`src/rtl/premultiplied_rgb565_hex_thumbnail_defines.svh`:
```
// assertion macros for the premultiplied rgb565 hex thumbnail encoder
`ifndef PREMULTIPLIED_RGB565_HEX_THUMBNAIL_DEFINES_SVH
`define PREMULTIPLIED_RGB565_HEX_THUMBNAIL_DEFINES_SVH

// same-cycle implication, checked out of reset
`define PMHEX_ASSERT_NOW(lbl, ante, cons, msg) \
	lbl: assert property (@(posedge clk) disable iff (!arst_n) (ante) |-> (cons)) \
		else $error(msg);

// next-cycle implication, checked out of reset
`define PMHEX_ASSERT_NEXT(lbl, ante, cons, msg) \
	lbl: assert property (@(posedge clk) disable iff (!arst_n) (ante) |=> (cons)) \
		else $error(msg);

`endif

```
`src/rtl/pmhex_pkg.sv`:
```
// shared types, constants and helpers of the hex thumbnail encoder
package pmhex_pkg;

	// frame geometry
	localparam int MAX_DIM = 1024;
	localparam int CNT_W   = $clog2(MAX_DIM);
	localparam int CFG_W   = 11;
	localparam int LIM_W   = (CFG_W > CNT_W + 1) ? CFG_W : CNT_W + 1;

	// configuration register indexes
	localparam int IDX_W = 2;
	localparam logic [IDX_W-1:0] REG_ROW_PIXELS = IDX_W'(0);
	localparam logic [IDX_W-1:0] REG_FRAME_ROWS = IDX_W'(1);

	// pixel queue between front and back
	localparam int QDEPTH = 4;
	localparam int QPTR_W = $clog2(QDEPTH);
	localparam int QCNT_W = $clog2(QDEPTH + 1);

	// output characters
	localparam logic [7:0] CH_SEMI    = 8'h3B;
	localparam logic [7:0] CH_NEWLINE = 8'h0A;
	localparam logic [7:0] CH_ZERO    = 8'h30;
	localparam logic [7:0] CH_LOWER_A = 8'h61;

	// codes that print as all zeros
	localparam logic [15:0] CODE_Z0 = 16'h0020;
	localparam logic [15:0] CODE_Z1 = 16'h0841;
	localparam logic [15:0] CODE_Z2 = 16'h0861;

	// one classified pixel
	typedef struct packed {
		logic [15:0] code;
		logic        semi;
		logic        row_end;
		logic        frame_end;
	} desc_t;

	// zero acts as one, oversize acts as MAX_DIM
	function automatic logic [LIM_W-1:0] clamp_dim(input logic [CFG_W-1:0] v);
		logic [LIM_W-1:0] w;
		w = LIM_W'(v);
		if (w == '0) begin
			return LIM_W'(1);
		end else if (w > LIM_W'(MAX_DIM)) begin
			return LIM_W'(MAX_DIM);
		end
		return w;
	endfunction

	// x*a rounded by (p + (p>>8) + 0x80) >> 8
	function automatic logic [7:0] premul(input logic [7:0] x, input logic [7:0] a);
		logic [15:0] p;
		logic [16:0] s;
		p = x * a;
		s = 17'(p) + 17'(p[15:8]) + 17'h80;
		return s[15:8];
	endfunction

	// lower-case hex digit
	function automatic logic [7:0] hex_char(input logic [3:0] nib);
		if (nib < 4'd10) begin
			return CH_ZERO + 8'(nib);
		end
		return CH_LOWER_A + 8'(nib - 4'd10);
	endfunction

endpackage

```
`src/rtl/pmhex_front.sv`:
```
// front end: config registers, pixel premultiply and row/frame classification
module pmhex_front (
	input  logic                           clk,
	input  logic                           arst_n,
	input  logic                           accept,
	input  logic [7:0]                     red,
	input  logic [7:0]                     green,
	input  logic [7:0]                     blue,
	input  logic [7:0]                     alpha,
	input  logic                           cfg_we,
	input  logic [pmhex_pkg::IDX_W-1:0]    cfg_index,
	input  logic [pmhex_pkg::CFG_W-1:0]    cfg_data,
	output pmhex_pkg::desc_t               desc
);

	logic [pmhex_pkg::CFG_W-1:0] row_pixels_q;
	logic [pmhex_pkg::CFG_W-1:0] frame_rows_q;
	logic [pmhex_pkg::CNT_W-1:0] column_q;
	logic [pmhex_pkg::CNT_W-1:0] row_q;
	logic [7:0]                  pr;
	logic [7:0]                  pg;
	logic [7:0]                  pb;
	logic [15:0]                 code_raw;
	logic                        row_end;
	logic                        frame_end;

	// configuration writes
	always_ff @(posedge clk or negedge arst_n) begin
		if (!arst_n) begin
			row_pixels_q <= pmhex_pkg::CFG_W'(1);
			frame_rows_q <= pmhex_pkg::CFG_W'(1);
		end else if (cfg_we) begin
			case (cfg_index)
				pmhex_pkg::REG_ROW_PIXELS: row_pixels_q <= cfg_data;
				pmhex_pkg::REG_FRAME_ROWS: frame_rows_q <= cfg_data;
				default: ;
			endcase
		end
	end

	// premultiply and pack to rgb565
	always_comb begin
		pr       = pmhex_pkg::premul(red, alpha);
		pg       = pmhex_pkg::premul(green, alpha);
		pb       = pmhex_pkg::premul(blue, alpha);
		code_raw = {pr[7:3], pg[7:2], pb[7:3]};
	end

	// position in the frame
	assign row_end = (pmhex_pkg::LIM_W'(column_q) + pmhex_pkg::LIM_W'(1))
		>= pmhex_pkg::clamp_dim(row_pixels_q);
	assign frame_end = row_end && ((pmhex_pkg::LIM_W'(row_q) + pmhex_pkg::LIM_W'(1))
		>= pmhex_pkg::clamp_dim(frame_rows_q));

	// descriptor for the queue
	always_comb begin
		desc.code = (code_raw == pmhex_pkg::CODE_Z0 || code_raw == pmhex_pkg::CODE_Z1 ||
			code_raw == pmhex_pkg::CODE_Z2) ? 16'h0000 : code_raw;
		desc.semi      = (column_q == '0);
		desc.row_end   = row_end;
		desc.frame_end = frame_end;
	end

	// column and row counters
	always_ff @(posedge clk or negedge arst_n) begin
		if (!arst_n) begin
			column_q <= '0;
			row_q    <= '0;
		end else if (accept) begin
			if (row_end) begin
				column_q <= '0;
				row_q    <= frame_end ? '0 : row_q + pmhex_pkg::CNT_W'(1);
			end else begin
				column_q <= column_q + pmhex_pkg::CNT_W'(1);
			end
		end
	end

endmodule

```
`src/rtl/pmhex_queue.sv`:
```
// short descriptor queue between front and back
module pmhex_queue (
	input  logic             clk,
	input  logic             arst_n,
	input  logic             wr_en,
	input  pmhex_pkg::desc_t wr_data,
	output logic             full,
	input  logic             rd_en,
	output pmhex_pkg::desc_t rd_data,
	output logic             empty
);

	pmhex_pkg::desc_t              slot_q [pmhex_pkg::QDEPTH];
	logic [pmhex_pkg::QPTR_W-1:0]  head_q;
	logic [pmhex_pkg::QPTR_W-1:0]  tail_q;
	logic [pmhex_pkg::QCNT_W-1:0]  count_q;
	logic                          do_wr;
	logic                          do_rd;

	assign full  = (count_q == pmhex_pkg::QCNT_W'(pmhex_pkg::QDEPTH));
	assign empty = (count_q == '0);
	assign do_wr = wr_en && !full;
	assign do_rd = rd_en && !empty;

	assign rd_data = slot_q[head_q];

	// storage
	always_ff @(posedge clk) begin
		if (do_wr) begin
			slot_q[tail_q] <= wr_data;
		end
	end

	// pointers and fill count
	always_ff @(posedge clk or negedge arst_n) begin
		if (!arst_n) begin
			head_q  <= '0;
			tail_q  <= '0;
			count_q <= '0;
		end else begin
			if (do_wr) begin
				tail_q <= (tail_q == pmhex_pkg::QPTR_W'(pmhex_pkg::QDEPTH - 1)) ?
					'0 : tail_q + pmhex_pkg::QPTR_W'(1);
			end
			if (do_rd) begin
				head_q <= (head_q == pmhex_pkg::QPTR_W'(pmhex_pkg::QDEPTH - 1)) ?
					'0 : head_q + pmhex_pkg::QPTR_W'(1);
			end
			if (do_wr && !do_rd) begin
				count_q <= count_q + pmhex_pkg::QCNT_W'(1);
			end else if (do_rd && !do_wr) begin
				count_q <= count_q - pmhex_pkg::QCNT_W'(1);
			end
		end
	end

endmodule

```
`src/rtl/pmhex_back.sv`:
```
// back end: byte sequencer and registered output stage
module pmhex_back (
	input  logic             clk,
	input  logic             arst_n,
	input  pmhex_pkg::desc_t head,
	input  logic             head_valid,
	output logic             head_done,
	input  logic             pop,
	output logic             empty,
	output logic [7:0]       out_char,
	output logic             pixel_last,
	output logic             frame_done
);

	localparam logic [2:0] ST_SEMI = 3'd0;
	localparam logic [2:0] ST_HEX3 = 3'd1;
	localparam logic [2:0] ST_HEX2 = 3'd2;
	localparam logic [2:0] ST_HEX1 = 3'd3;
	localparam logic [2:0] ST_HEX0 = 3'd4;
	localparam logic [2:0] ST_NL   = 3'd5;

	logic [2:0] step_q;
	logic [2:0] step;
	logic       out_valid_q;
	logic       load;
	logic [7:0] ch;
	logic       last;
	logic       done;

	// skip the separator when the pixel does not open a row
	assign step = (step_q == ST_SEMI && !head.semi) ? ST_HEX3 : step_q;

	// output register is free when empty or being taken
	assign load      = head_valid && (!out_valid_q || pop);
	assign head_done = load && last;
	assign empty     = !out_valid_q;

	// byte for the current step
	always_comb begin
		ch   = pmhex_pkg::CH_SEMI;
		last = 1'b0;
		done = 1'b0;
		case (step)
			ST_SEMI: ch = pmhex_pkg::CH_SEMI;
			ST_HEX3: ch = pmhex_pkg::hex_char(head.code[15:12]);
			ST_HEX2: ch = pmhex_pkg::hex_char(head.code[11:8]);
			ST_HEX1: ch = pmhex_pkg::hex_char(head.code[7:4]);
			ST_HEX0: begin
				ch   = pmhex_pkg::hex_char(head.code[3:0]);
				last = !head.row_end;
			end
			ST_NL: begin
				ch   = pmhex_pkg::CH_NEWLINE;
				last = 1'b1;
				done = head.frame_end;
			end
			default: ch = pmhex_pkg::CH_SEMI;
		endcase
	end

	// step sequencer
	always_ff @(posedge clk or negedge arst_n) begin
		if (!arst_n) begin
			step_q <= ST_SEMI;
		end else if (load) begin
			step_q <= last ? ST_SEMI : step + 3'd1;
		end
	end

	// output valid
	always_ff @(posedge clk or negedge arst_n) begin
		if (!arst_n) begin
			out_valid_q <= 1'b0;
		end else if (load) begin
			out_valid_q <= 1'b1;
		end else if (pop) begin
			out_valid_q <= 1'b0;
		end
	end

	// output payload
	always_ff @(posedge clk) begin
		if (load) begin
			out_char   <= ch;
			pixel_last <= last;
			frame_done <= done;
		end
	end

endmodule

```
`src/rtl/premultiplied_rgb565_hex_thumbnail.sv`:
```
// top level of the premultiplied rgb565 hex thumbnail encoder
// Takes one RGBA pixel per transfer, premultiplies it by alpha, packs it to
// RGB565 and emits the code as lower-case hex text, one byte per transfer on
// the result side: ';' opens each row, four hex digits follow per pixel and a
// newline closes each row, so a pixel takes four to six bytes at the output.
// The byte sequencer in the back end emits one byte per cycle while pop is high; the
// front end classifies a pixel in the cycle it is accepted, and the descriptor
// queue holds up to four pixels, the one being emitted included, so the input
// runs up to three pixels ahead of the output before it stalls. Sizes come
// from row_pixels (index 0) and frame_rows (index 1); zero acts as one and
// values above 1024 act as 1024. cfg_ready is always high.
`include "premultiplied_rgb565_hex_thumbnail_defines.svh"

module premultiplied_rgb565_hex_thumbnail (
	input  logic                           clk,
	input  logic                           arst_n,
	input  logic                           push,
	output logic                           full,
	input  logic [7:0]                     red,
	input  logic [7:0]                     green,
	input  logic [7:0]                     blue,
	input  logic [7:0]                     alpha,
	output logic                           empty,
	input  logic                           pop,
	output logic [7:0]                     out_char,
	output logic                           pixel_last,
	output logic                           frame_done,
	input  logic                           cfg_valid,
	output logic                           cfg_ready,
	input  logic [pmhex_pkg::IDX_W-1:0]    cfg_index,
	input  logic [pmhex_pkg::CFG_W-1:0]    cfg_data
);

	pmhex_pkg::desc_t desc;
	pmhex_pkg::desc_t head;
	logic             q_full;
	logic             q_empty;
	logic             head_done;
	logic             accept;

	assign cfg_ready = 1'b1;
	assign full      = q_full;
	assign accept    = push && !q_full;

	// front end
	pmhex_front u_front (
		.clk       (clk),
		.arst_n    (arst_n),
		.accept    (accept),
		.red       (red),
		.green     (green),
		.blue      (blue),
		.alpha     (alpha),
		.cfg_we    (cfg_valid && cfg_ready),
		.cfg_index (cfg_index),
		.cfg_data  (cfg_data),
		.desc      (desc)
	);

	// descriptor queue
	pmhex_queue u_queue (
		.clk     (clk),
		.arst_n  (arst_n),
		.wr_en   (accept),
		.wr_data (desc),
		.full    (q_full),
		.rd_en   (head_done),
		.rd_data (head),
		.empty   (q_empty)
	);

	// back end
	pmhex_back u_back (
		.clk        (clk),
		.arst_n     (arst_n),
		.head       (head),
		.head_valid (!q_empty),
		.head_done  (head_done),
		.pop        (pop),
		.empty      (empty),
		.out_char   (out_char),
		.pixel_last (pixel_last),
		.frame_done (frame_done)
	);

	// frame end only on the closing newline
	`PMHEX_ASSERT_NOW(a_frame_done_nl, !empty && frame_done, pixel_last && out_char == pmhex_pkg::CH_NEWLINE, "frame_done off a newline")

	// row separator never ends a pixel
	`PMHEX_ASSERT_NOW(a_semi_not_last, !empty && out_char == pmhex_pkg::CH_SEMI, !pixel_last && !frame_done, "separator flagged as last")

	// a pixel in progress keeps the output fed
	`PMHEX_ASSERT_NEXT(a_pixel_continues, !empty && !pixel_last, !empty, "output ran dry inside a pixel")

endmodule

```
`config.mk`:
```
export PLATFORM = sky130hd
export DESIGN_NAME = premultiplied_rgb565_hex_thumbnail
export DESIGN_NICKNAME = d
export VERILOG_FILES = /design/src/rtl/pmhex_pkg.sv /design/src/rtl/pmhex_front.sv /design/src/rtl/pmhex_queue.sv /design/src/rtl/pmhex_back.sv /design/src/rtl/premultiplied_rgb565_hex_thumbnail.sv
export VERILOG_INCLUDE_DIRS = /design/src /design/src/rtl
export SDC_FILE = /design/constraint.sdc
export NUM_CORES = 1
export LEC_CHECK = 0
export ABC_AREA = 1
export BUFFER_PORTS_ARGS = -buffer_cell sky130_fd_sc_hd__buf_2
export CAP_MARGIN = 20
export CELL_PAD_IN_SITES_DETAIL_PLACEMENT = 2
export CELL_PAD_IN_SITES_GLOBAL_PLACEMENT = 2
export CORE_MARGIN = 2
export CORE_UTILIZATION = 38
export CTS_CLUSTER_SIZE = 12
export DETAILED_ROUTE_END_ITERATION = 10
export GPL_TIMING_DRIVEN = 0
export PLACE_DENSITY_LB_ADDON = 0.1
export SLEW_MARGIN = 5
export SYNTH_ARGS = -nofsm -noshare
export SYNTH_HDL_FRONTEND = slang
export SYNTH_SLANG_ARGS = --single-unit
```
`constraint.sdc`:
```
create_clock -name clk -period 4.4 [get_ports clk]
set_input_delay 0.22 -clock clk [delete_from_list [all_inputs] [get_ports clk]]
set_output_delay 0.22 -clock clk [all_outputs]
set_load 0.05 [all_outputs]
```
==> results.txt, run 1 <==
The cell depth of the worst hold path is 3. The max-slew violation count is 0. The total via count after detailed routing is 16220. The number of CTS-inserted buffers came out at 17.

The area of the core region is 41760 µm². The number of maximum-capacitance constraint violations is 0. The sequential element share of the synthesized area came out at 24.42%. The number of non-filler instances in the completed layout came out at 2880. The depth of the most critical reg-to-reg path came out at 18. The checks that failed: setup timing. The fraction of the core area covered by cells at the end of the flow came out at 50.91%. The kind of critical path is in2reg.

The maximum number of pins on one net before global-route repair came out at 35. The first global-routing pass estimated 101.2 mm of wire. The initial standard-cell utilization of the core is 38.36%. The most frequent cell after synthesis is sky130_fd_sc_hd__nand2_1. The number of different library cells in the post-synthesis netlist is 50. The die width came out at 209.3 µm. In the final design database the tool counted 2685 nets. After detailed routing, the total wire length is 79.82 mm. The number of antenna violations at the first check in global routing came to 0.

Summed over all instances, the cell type with the most area after synthesis is sky130_fd_sc_hd__edfxtp_1. Setup repair after global routing could not meet its margin everywhere. The worst hold path belongs to the class in2reg.

Global routing finished with a remaining overflow of 0. In the post-route analysis, the smallest setup slack over all paths is -1649 ps. The post-CTS clock slew at the launch and capture registers of the worst setup and hold paths is 70 ps.

In this run the worst path has a maximum fanout of 8. The via density per instance came out at 5.631. The post-synthesis instance area came out at 16020 µm². Synthesis produced a netlist with a net count of 2510. Summed over all failing endpoints, the final setup total negative slack is -73180 ps. From bottom edge to top edge, the die measures 209.3 µm. The number of synthesized flops with an enable pin is 86. The run finished, with violations left. The CTS tree is done. After synthesis, the cell types taking the most area are sky130_fd_sc_hd__edfxtp_1, sky130_fd_sc_hd__ha_1, sky130_fd_sc_hd__fa_1. The H-tree was split into 4 levels.

For the worst setup path, the data arrival time is 6300 ps. After synthesis, the largest area contributor takes up 16.12% of total cell area. The post-route netlist has 27.77% of its cells at a drive strength greater than 1. The path with the worst hold slack has its endpoint at u_front.row_pixels_q[1].

The number of search-and-repair iterations in the first detailed-routing pass is 6. The number of placement rows came out at 75. The end of the worst register-to-register path is u_front.row_q[4].

The clock sink total came out at 139. The average wire length per cell after detail routing came out at 27.72 µm. The number of global-route vias before repair came to 18040.

The count of final setup violators came out at 64. The commonest cells after synthesis are sky130_fd_sc_hd__nand2_1, sky130_fd_sc_hd__inv_1, sky130_fd_sc_hd__ha_1, sky130_fd_sc_hd__nand3_1, sky130_fd_sc_hd__fa_1. The buffer levels on the longest clock path is 2. 0 antenna diodes ended up in the layout. The critical path's slowest cell is sky130_fd_sc_hd__fa_1. The synthesis warning total is 0. The transition at the pin with the smallest max-transition slack came out at 774.8 ps. The global router's overall resource usage came out at 29.56%. The required time of the critical path is 4650 ps.

The number of instances in the placed design is 2736. In the final layout, flip-flops and latches occupy 3911 µm². In this run the mean area of a mapped cell was 7.436 µm².

The startpoint identified for the worst hold timing path is cfg_data[1]. After filler insertion, the fill cell instance count of the layout stands at 4560. The later pin in the worst-skew pair is clocked with a latency of 450 ps. The root cell of the clock tree is sky130_fd_sc_hd__clkbuf_16. The area growth from synthesis to layout is 32.71%. The number of register bits inferred by synthesis is 139. The worst clock skew came out at 21.05 ps. The final period demand of the worst path is 6049 ps. At the end of routability-driven placement, the weighted congestion stood at 0.8000. The number of buffers inserted by port buffering is 37.

Synthesis produced 2154 cells. The worst setup path is launched from an input pin. For this run, the top clock speed supported by timing is 0.1653 GHz. The most used flip-flop cell after synthesis is sky130_fd_sc_hd__edfxtp_1. The half-perimeter wire length after placement came out at 41.84 mm. The area enclosed by the die boundary is 43810 µm². The final-report hold violation count was 0. The proportion of synthesized flip-flops having asynchronous set or reset came out at 38.13%. The worst slew margin relative to its limit is 47.87%. In this run the critical register-to-register path is launched from u_front.row_q[2]. Once detail routing completed, the nets flagged for antenna violations numbered 0. The number of violations reported at the end of detailed-routing iteration 0 is 922.

The final critical-path share of the clock period is 137.5%. Summing all multi-input logic gate instances after layout gives 11970 µm². The worst setup path is captured at a flop.

In this run the register-to-register setup slack is 260 ps. Pin placement for this block handled 63 I/O pins. In this design, the stage delay of the slowest critical-path cell is 540 ps. The DRC violations left is 0.
sequential cells by signal, summed over array words and instances, names as in the netlist:
register and cells:
u_back.frame_done 1, u_back.out_char 8, u_back.out_valid_q 1, u_back.pixel_last 1, u_back.step_q 3, u_front.column_q 10, u_front.frame_rows_q 11, u_front.row_pixels_q 11
u_front.row_q 10, u_queue.count_q 3, u_queue.head_q 2, u_queue.slot_q 76, u_queue.tail_q 2
critical path: cells and delay by family:
kind,cells,cell delay (ps)
compound gates,1,290
fa+ha+maj,7,2950
buf+inv,7,820
simple gates,16,2010
repair_timing:
action | CTS | global route
hold endpoints to repair | 20 | 0
endpoints found under the setup margin | 64 | 76
buffers inserted | 79 | 31
resized for setup | 257 | 159
hold buffers | 2 | 0
gates cloned | 6 | 1
pin swaps | 113 | 105
layout make-up:
| type | count | share of cell area [%] |
|---|---|---|
| Multi-Input combinational cell | 1427 | 56.29 |
| Sequential cell | 139 | 18.40 |
| Clock buffer | 17 | 2.001 |
| Timing Repair Buffer | 157 | 6.451 |
| Tap cell | 539 | 3.172 |
| Inverter | 527 | 9.400 |
| Clock inverter | 14 | 0.8652 |
| Buffer | 60 | 3.420 |
routing by layer:
layer  wire length [µm]  global-route usage (%)  vias up
met1              29570                   32.76     8374
met5                  0                       0        -
met2              43160                   59.57      525
met3               2107                   1.601      275
li1                   -                       -     7044
met4               4983                   9.581        0
cells by family (layout without fill, tap and decap cells):
kind of cell | after synthesis | after routing | synth area share (%)
other cells | 2 | 2 | 0.04689
fa+ha+maj | 306 | 306 | 29.01
xor+xnor | 34 | 34 | 1.906
buf+inv | 588 | 775 | 13.92
compound gates | 212 | 212 | 7.647
flops | 139 | 139 | 24.42
simple gates | 873 | 873 | 23.05
layout by cell type (no fill, tap or decap), drive strengths merged, types with 22 or more instances in the layout:
cell type | Yosys | final
clkbuf | 53 | 74
xor2 | 22 | 22
inv | 527 | 533
nand3 | 119 | 119
fa | 109 | 109
nand2 | 590 | 590
dfrtp | 51 | 51
edfxtp | 86 | 86
buf | 8 | 158
nor2 | 103 | 103
ha | 197 | 197
nand4 | 30 | 30
a21oi | 73 | 73
o21ai | 89 | 89
how the worst max path moves through the flow:
| stage | cells past startpoint | to | slack, ps | startpoint |
|---|---|---|---|---|
| 2_1_floorplan | 33 | u_queue.slot_q[0][14] | -810 | alpha[5] |
| 3_3_place_gp | 30 | u_queue.slot_q[2][8] | -1840 | alpha[5] |
| 3_5_place_dp | 28 | u_queue.slot_q[1][8] | -1960 | alpha[5] |
| 4_1_cts | 36 | u_queue.slot_q[3][9] | -960 | alpha[4] |
| 5_1_grt | 31 | u_queue.slot_q[3][9] | -1790 | red[6] |
| 6_report | 31 | u_queue.slot_q[3][9] | -1650 | red[6] |
metrics by stage:
stage / hold slack (ps) / cell area (µm²) / setup slack [ps]
2_1_floorplan: -75.59 / 17060 / -811.9
3_3_place_gp: 419.6 / 17910 / -1842
3_5_place_dp: 245.1 / 18010 / -1960
4_1_cts: 36.78 / 20490 / -957.8
5_1_grt: 92.59 / 21260 / -1793
6_report: 74.51 / 21260 / -1649
Power of run 1 is left out: the tool's default activity adds up to more than one toggle a clock period on the data nets, which glitch-free logic cannot reach.
==> run 2: changes to the inputs <==
CORE_UTILIZATION = 34   (was 38)
clock period = 4.9 ns   (was 4.4 ns; I/O delays follow)
==> results.txt, run 2 (synthesis results as in run 1) <==
The fraction of final layout cells with drive strength greater than 1 came out at 27.61%. The worst pin sits at a relative slew slack of 47.06%. The area of the core region is 46560 µm². The tree is rooted in a sky130_fd_sc_hd__clkbuf_16. The setup total negative slack is -20790 ps. The area enclosed by the die boundary came out at 48860 µm². The maximum number of pins on one net before global-route repair is 29. The reg-to-reg setup timing slack came out at 730 ps.

The arrival time at the worst endpoint is 5740 ps. The tightest hold path in the finished design has a slack of 90.44 ps. The via density per instance is 4.988. The number of global-route vias before repair is 16820. The post-route cell area came out at 21290 µm².

The final worst setup slack is -661.2 ps. The final critical-path share of the clock period came out at 113.5%. The number of placement rows is 79. The flip-flop count of the largest register after layout is 76. Clock skew on the completed layout was measured at 11.05 ps. The number of maximum-capacitance constraint violations is 0. The number of search-and-repair iterations in the first detailed-routing pass came out at 6. The top cell types in the final layout, fill and taps aside, are sky130_fd_sc_hd__inv_1, sky130_fd_sc_hd__nand2_1, sky130_fd_sc_hd__ha_1. The run finished, with violations left. The buffer levels on the longest clock path came out at 2. The die width came out at 221.1 µm.

Setup repair after global routing could not meet its margin everywhere. The worst hold path belongs to the class in2reg. The highest clock frequency the design can meet is 0.1798 GHz.

At the later pin of the worst-skew pair, clock insertion delay measures 440 ps. The CTS tree is done. The critical path's slowest cell is sky130_fd_sc_hd__fa_1. The largest fanout on the critical path is 6.

The height of the die is 221.1 µm. The area growth from synthesis to layout came out at 32.92%. Clock tree synthesis inserted a total of 17 buffers. The library cell used most frequently in the layout, excluding fill and tap cells, is sky130_fd_sc_hd__inv_1.

The register with the most flip-flops in the final layout is u_queue.slot_q. The half-perimeter wire length after placement is 41.18 mm. In the routed design, unresolved DRC markers number 0. The number of violations reported at the end of detailed-routing iteration 0 is 467.

The global router's overall resource usage is 22.25%. The checks that failed: setup timing. In the final layout, the registers with the most flip-flops are u_queue.slot_q (76), u_front.frame_rows_q (11), u_front.row_pixels_q (11). The number of antenna violations at the first check in global routing is 0. Once the floorplan was initialized, standard cells occupied 34.41% of the core. At the worst endpoint, the required time is 5080 ps. The longest individual stage delay on the worst path is 500 ps.

The placer's final routability congestion estimate came out at 0.7913. The total via count after detailed routing is 14700. The number of buffers inserted by port buffering is 37. The average wire length per cell after detail routing is 19.28 µm.

STA classifies the critical path startpoint as an input pin. The max-slew violation count was 0. Summed over all layers, the global routing overflow is 0. The remaining number of nets flagged by the antenna check after routing came out at 0. The area after detailed placement is 17960 µm². The post-CTS clock slew at the launch and capture registers of the worst setup and hold paths is 60 ps.

The repair_antennas step left the layout with diodes totalling 0. The sum of routed wire length over all layers came out at 56.82 mm. The net total in the final layout came out at 2683. Subtracting the final worst setup slack from the clock period gives 5561 ps. The transition at the pin with the smallest max-transition slack came out at 793.2 ps.

Setup violations remaining at the end of the flow were counted as 64. The final-report hold violation count came to 0. The clock sink total is 139.

The kind of critical path is in2reg. The count of pins on the block boundary came out at 63. STA classifies the critical path endpoint as a flop. The clock tree synthesis step divided the H-tree into 4 levels. The first-pass GRT wire length came out at 87.96 mm.
-- run 2: cell types whose count changed in the layout (fill, tap and decap cells not counted), moves of 4 or more --
cell	previous run	this run
sky130_fd_sc_hd__nand2_4	72	78
sky130_fd_sc_hd__nand2_1	426	432
sky130_fd_sc_hd__ha_4	56	52
sky130_fd_sc_hd__fa_1	101	105
sky130_fd_sc_hd__nand2_2	91	80
sky130_fd_sc_hd__nor2_1	66	58
sky130_fd_sc_hd__nor2_2	22	27
sky130_fd_sc_hd__fa_2	8	4
-- run 2: metrics by stage --
stage / util [%] / instances / setup slack, ps
global placement: 38.39 / 2798 / -1424
CTS: 43.65 / 2914 / -566.1
global route: 45.73 / 2947 / -861.8
floorplan: - / 2154 / -336.9
detailed placement: 38.59 / 2804 / -1627
finish: 45.73 / 2947 / -661.2
-- run 2: final timing paths --
check	from	to	cells after the start
max	alpha[6]	u_queue.slot_q[1][14]	34
min	cfg_data[0]	u_front.row_pixels_q[0]	3
max reg2reg	u_queue.head_q[1]	u_queue.count_q[1]	18
min reg2reg	u_front.frame_rows_q[10]	u_front.frame_rows_q[10]	2
max in group asynchronous	arst_n	u_front.row_pixels_q[0]	3
min in group asynchronous	arst_n	u_queue.head_q[1]	2
-- run 2: repair_timing --
| item | in CTS | in global routing |
|---|---|---|
| gates resized for setup | 274 | 187 |
| gates cloned | 6 | 1 |
| hold buffers | 2 | 0 |
| setup buffers | 71 | 35 |
| pin swaps | 133 | 139 |
| hold endpoints to repair | 26 | 0 |
| endpoints found under the setup margin | 64 | 64 |
-- run 2: cell type report --
class,count,area [µm²]
fill,5167,25260
sequential,139,3911
buffer,61,706.9
clock inverter,15,195.2
tap,607,759.5
multi-input combinational,1427,11980
inverter,527,1991
clock buffer,17,425.4
timing repair buffer,154,1320
-- run 2: routing by layer --
layer | up-vias | track usage [%] | wire, µm
met5 | - | 0 | 0
met4 | 0 | 5.456 | 1565
met3 | 84 | 1.647 | 876
met2 | 177 | 43.80 | 31130
met1 | 7408 | 25.76 | 23250
li1 | 7030 | - | -
-- run 2: critical path: cells and delay by family --
| kind | cells | cell delay, ps |
|---|---|---|
| adders and majority gates | 7 | 2710 |
| and+or+nand+nor | 17 | 1700 |
| buffers and inverters | 8 | 740 |
| AOI/OAI and AO/OA | 2 | 330 |
Power of run 2 is left out for the same reason.
==> run 3: changes to the inputs <==
CORE_UTILIZATION = 38   (was 34)
clock period = 5.92 ns   (was 4.9 ns; I/O delays follow)
==> results.txt, run 3 (synthesis results as in run 1) <==
The root buffer cell chosen for the clock tree is sky130_fd_sc_hd__clkbuf_16. The number of antenna violations at the first check in global routing came out at 0. The worst slew margin relative to its limit is 47.14%. The maximum number of pins on one net before global-route repair came out at 37. In the final routed layout, each cell accounts on average for 19.41 µm. The register with the most flip-flops in the final layout is u_queue.slot_q. Of the cells placed in the final design, the portion with a size suffix greater than 1 is 17.41%.

The clock sink total is 139. The height of the die came out at 209.3 µm. The longest individual stage delay on the worst path came out at 540 ps. The placer's final routability congestion estimate is 0.8200. The most common library cell in the layout ignoring fill and taps is sky130_fd_sc_hd__inv_1. The final period demand of the worst path came out at 5821 ps. The worst clock skew is 9.748 ps. The largest fanout on the critical path is 10. The post-route cell area is 19310 µm². At the later pin of the worst-skew pair, clock insertion delay measures 430 ps. The number of global-route vias before repair is 16330. The final-report hold violation count came to 0.

The number of antenna diodes in the final layout is 0. The global route total overflow came out at 0. The final worst setup slack came out at 98.95 ps. The final critical-path share of the clock period is 98.33%. The global router's overall resource usage came out at 24.28%.

After detailed routing, the number of remaining DRC violations is 0. IR analysis of the VDD net gives a maximum drop of 0.0002464 V. The first global-routing pass estimated 84.85 mm of wire. Setup violations remaining at the end of the flow were counted as 0. STA classifies the critical path endpoint as a flop.

The number of instances in the placed design came out at 2736. STA classifies the critical path startpoint as an input pin. In the routed layout, each cell is associated on average with a via count of 5.169. The number of non-filler instances in the completed layout came out at 2808. The total power after layout came out at 12.21 mW. The highest clock frequency the design can meet came out at 0.1718 GHz. The tool flagged a number of max-cap violations equal to 0. Detailed routing inserted a total of 14520 vias.

The max-slew violation count came out at 0. The buffer levels on the longest clock path is 2. At the worst endpoint, the arrival time is 5980 ps.

The area after detailed placement is 16970 µm². The kind of critical path is in2reg. Port buffering added 37 buffers. The largest registers in the layout are u_queue.slot_q (76), u_front.frame_rows_q (11), u_front.row_pixels_q (11).

The most numerous cell type found on the critical path is sky130_fd_sc_hd__nand2_1. The power density relative to cell area came out at 632.4 nW/µm². The sum of routed wire length over all layers is 54.50 mm. The H-tree was split into 4 levels.

The path class of the tightest hold or removal check is in2reg. Once the floorplan was initialized, standard cells occupied 38.36% of the core. The largest individual stage delay along the critical path comes from the cell sky130_fd_sc_hd__fa_1. Prior to clock tree synthesis, the placed netlist has a worst setup slack of -1943 ps. At the pin with the least slew margin, the transition time is 785.7 ps.

The remaining number of nets flagged by the antenna check after routing is 0. At the worst endpoint, the required time is 6080 ps. The number of search-and-repair iterations in the first detailed-routing pass came out at 5. The count of fill cells added during filler insertion is 4732. TritonCTS built the clock tree. The post-CTS clock slew at the launch and capture registers of the worst setup and hold paths is 60 ps. The first routing iteration left 445 violations. The die covers 43810 µm². The net total in the final layout came out at 2612.

The half-perimeter wire length after placement is 41.06 mm. The run finished with clean final reports. The worst hold-check slack came out at 54.37 ps.

Pin placement for this block handled 63 I/O pins. In this run the horizontal extent of the chip is 209.3 µm. Compared with the post-synthesis result, the final layout area differs by 20.57%. The flip-flop count of the largest register after layout is 76. The leakage dissipation came out at 10.51 nW. The number of CTS-inserted buffers is 17. The area of the core region is 41760 µm². After floorplanning, the core was divided into 75 placement rows. In the layout the commonest cells are sky130_fd_sc_hd__inv_1, sky130_fd_sc_hd__nand2_1, sky130_fd_sc_hd__ha_1.
run 3: cell types whose count changed in the layout (fill, tap and decap cells not counted), sizes merged:
cell | before | now
clkinv | 8 | 7
inv | 530 | 529
buf | 154 | 96
clkbuf | 76 | 65
dlygate4sd3 | 2 | 1
bufinv | 4 | 3
clkinvlp | 0 | 2
run 3: final cells by class:
type / count / area, µm² / area share (%)
buffer: 60 / 494.2 / 2.559
inverter: 527 / 1983 / 10.27
tap: 539 / 674.4 / 3.492
clock buffer: 18 / 429.2 / 2.222
sequential: 139 / 3911 / 20.25
clock inverter: 14 / 171.4 / 0.8875
multi-input combinational: 1427 / 10990 / 56.93
timing repair buffer: 84 / 655.6 / 3.395
run 3: per-layer routing:
metal | global-route usage, % | vias up | part of all wire (%)
li1 | - | 6882 | -
met1 | 28.70 | 7391 | 41
met2 | 47.38 | 176 | 55
met3 | 1.706 | 66 | 1.4
met4 | 5.911 | 0 | 2.0
met5 | 0 | - | 0
run 3: worst paths after layout:
| kind | startpoint | end | slack (ps) | cells after the start |
|---|---|---|---|---|
| min reg2reg | u_back.step_q[0] | u_back.step_q[0] | 510 | 2 |
| min | pop | u_back.out_valid_q | 50 | 2 |
| max | alpha[4] | u_queue.slot_q[3][8] | 100 | 33 |
| max in group asynchronous | arst_n | u_front.row_pixels_q[0] | 4900 | 3 |
| min in group asynchronous | arst_n | u_queue.head_q[1] | 370 | 2 |
| max reg2reg | u_queue.head_q[1] | u_queue.count_q[2] | 1640 | 19 |
run 3: critical path, delay by kind of cell:
family	cells	cell delay, ps
AOI/OAI and AO/OA	2	210
buffers and inverters	6	550
adders and majority gates	7	2900
and+or+nand+nor	18	2000
run 3: where the power goes:
part           switching [mW]  internal, mW
clock network           0.431         0.663
registers               0.171          1.59
logic                    5.91          3.45
total                    6.51          5.70
run 3: repair_timing:
item | 4_1_cts | 5_1_grt
pin swaps | 21 | 88
setup endpoints to repair | 64 | 30
hold buffers | 1 | 0
resized for setup | 145 | 190
cloned | 0 | 3
endpoints found under the hold margin | 17 | 0
setup buffers | 11 | 26
run 3: metrics by stage:
step                utilization (%)  setup TNS (ps)
floorplan                         -               0
global placement              40.42          -56050
detailed placement            40.64          -70460
CTS                           43.99               0
global route                  46.25           -2841
finish                        46.25               0
No activity file was read; power rests on OpenSTA's default activity.
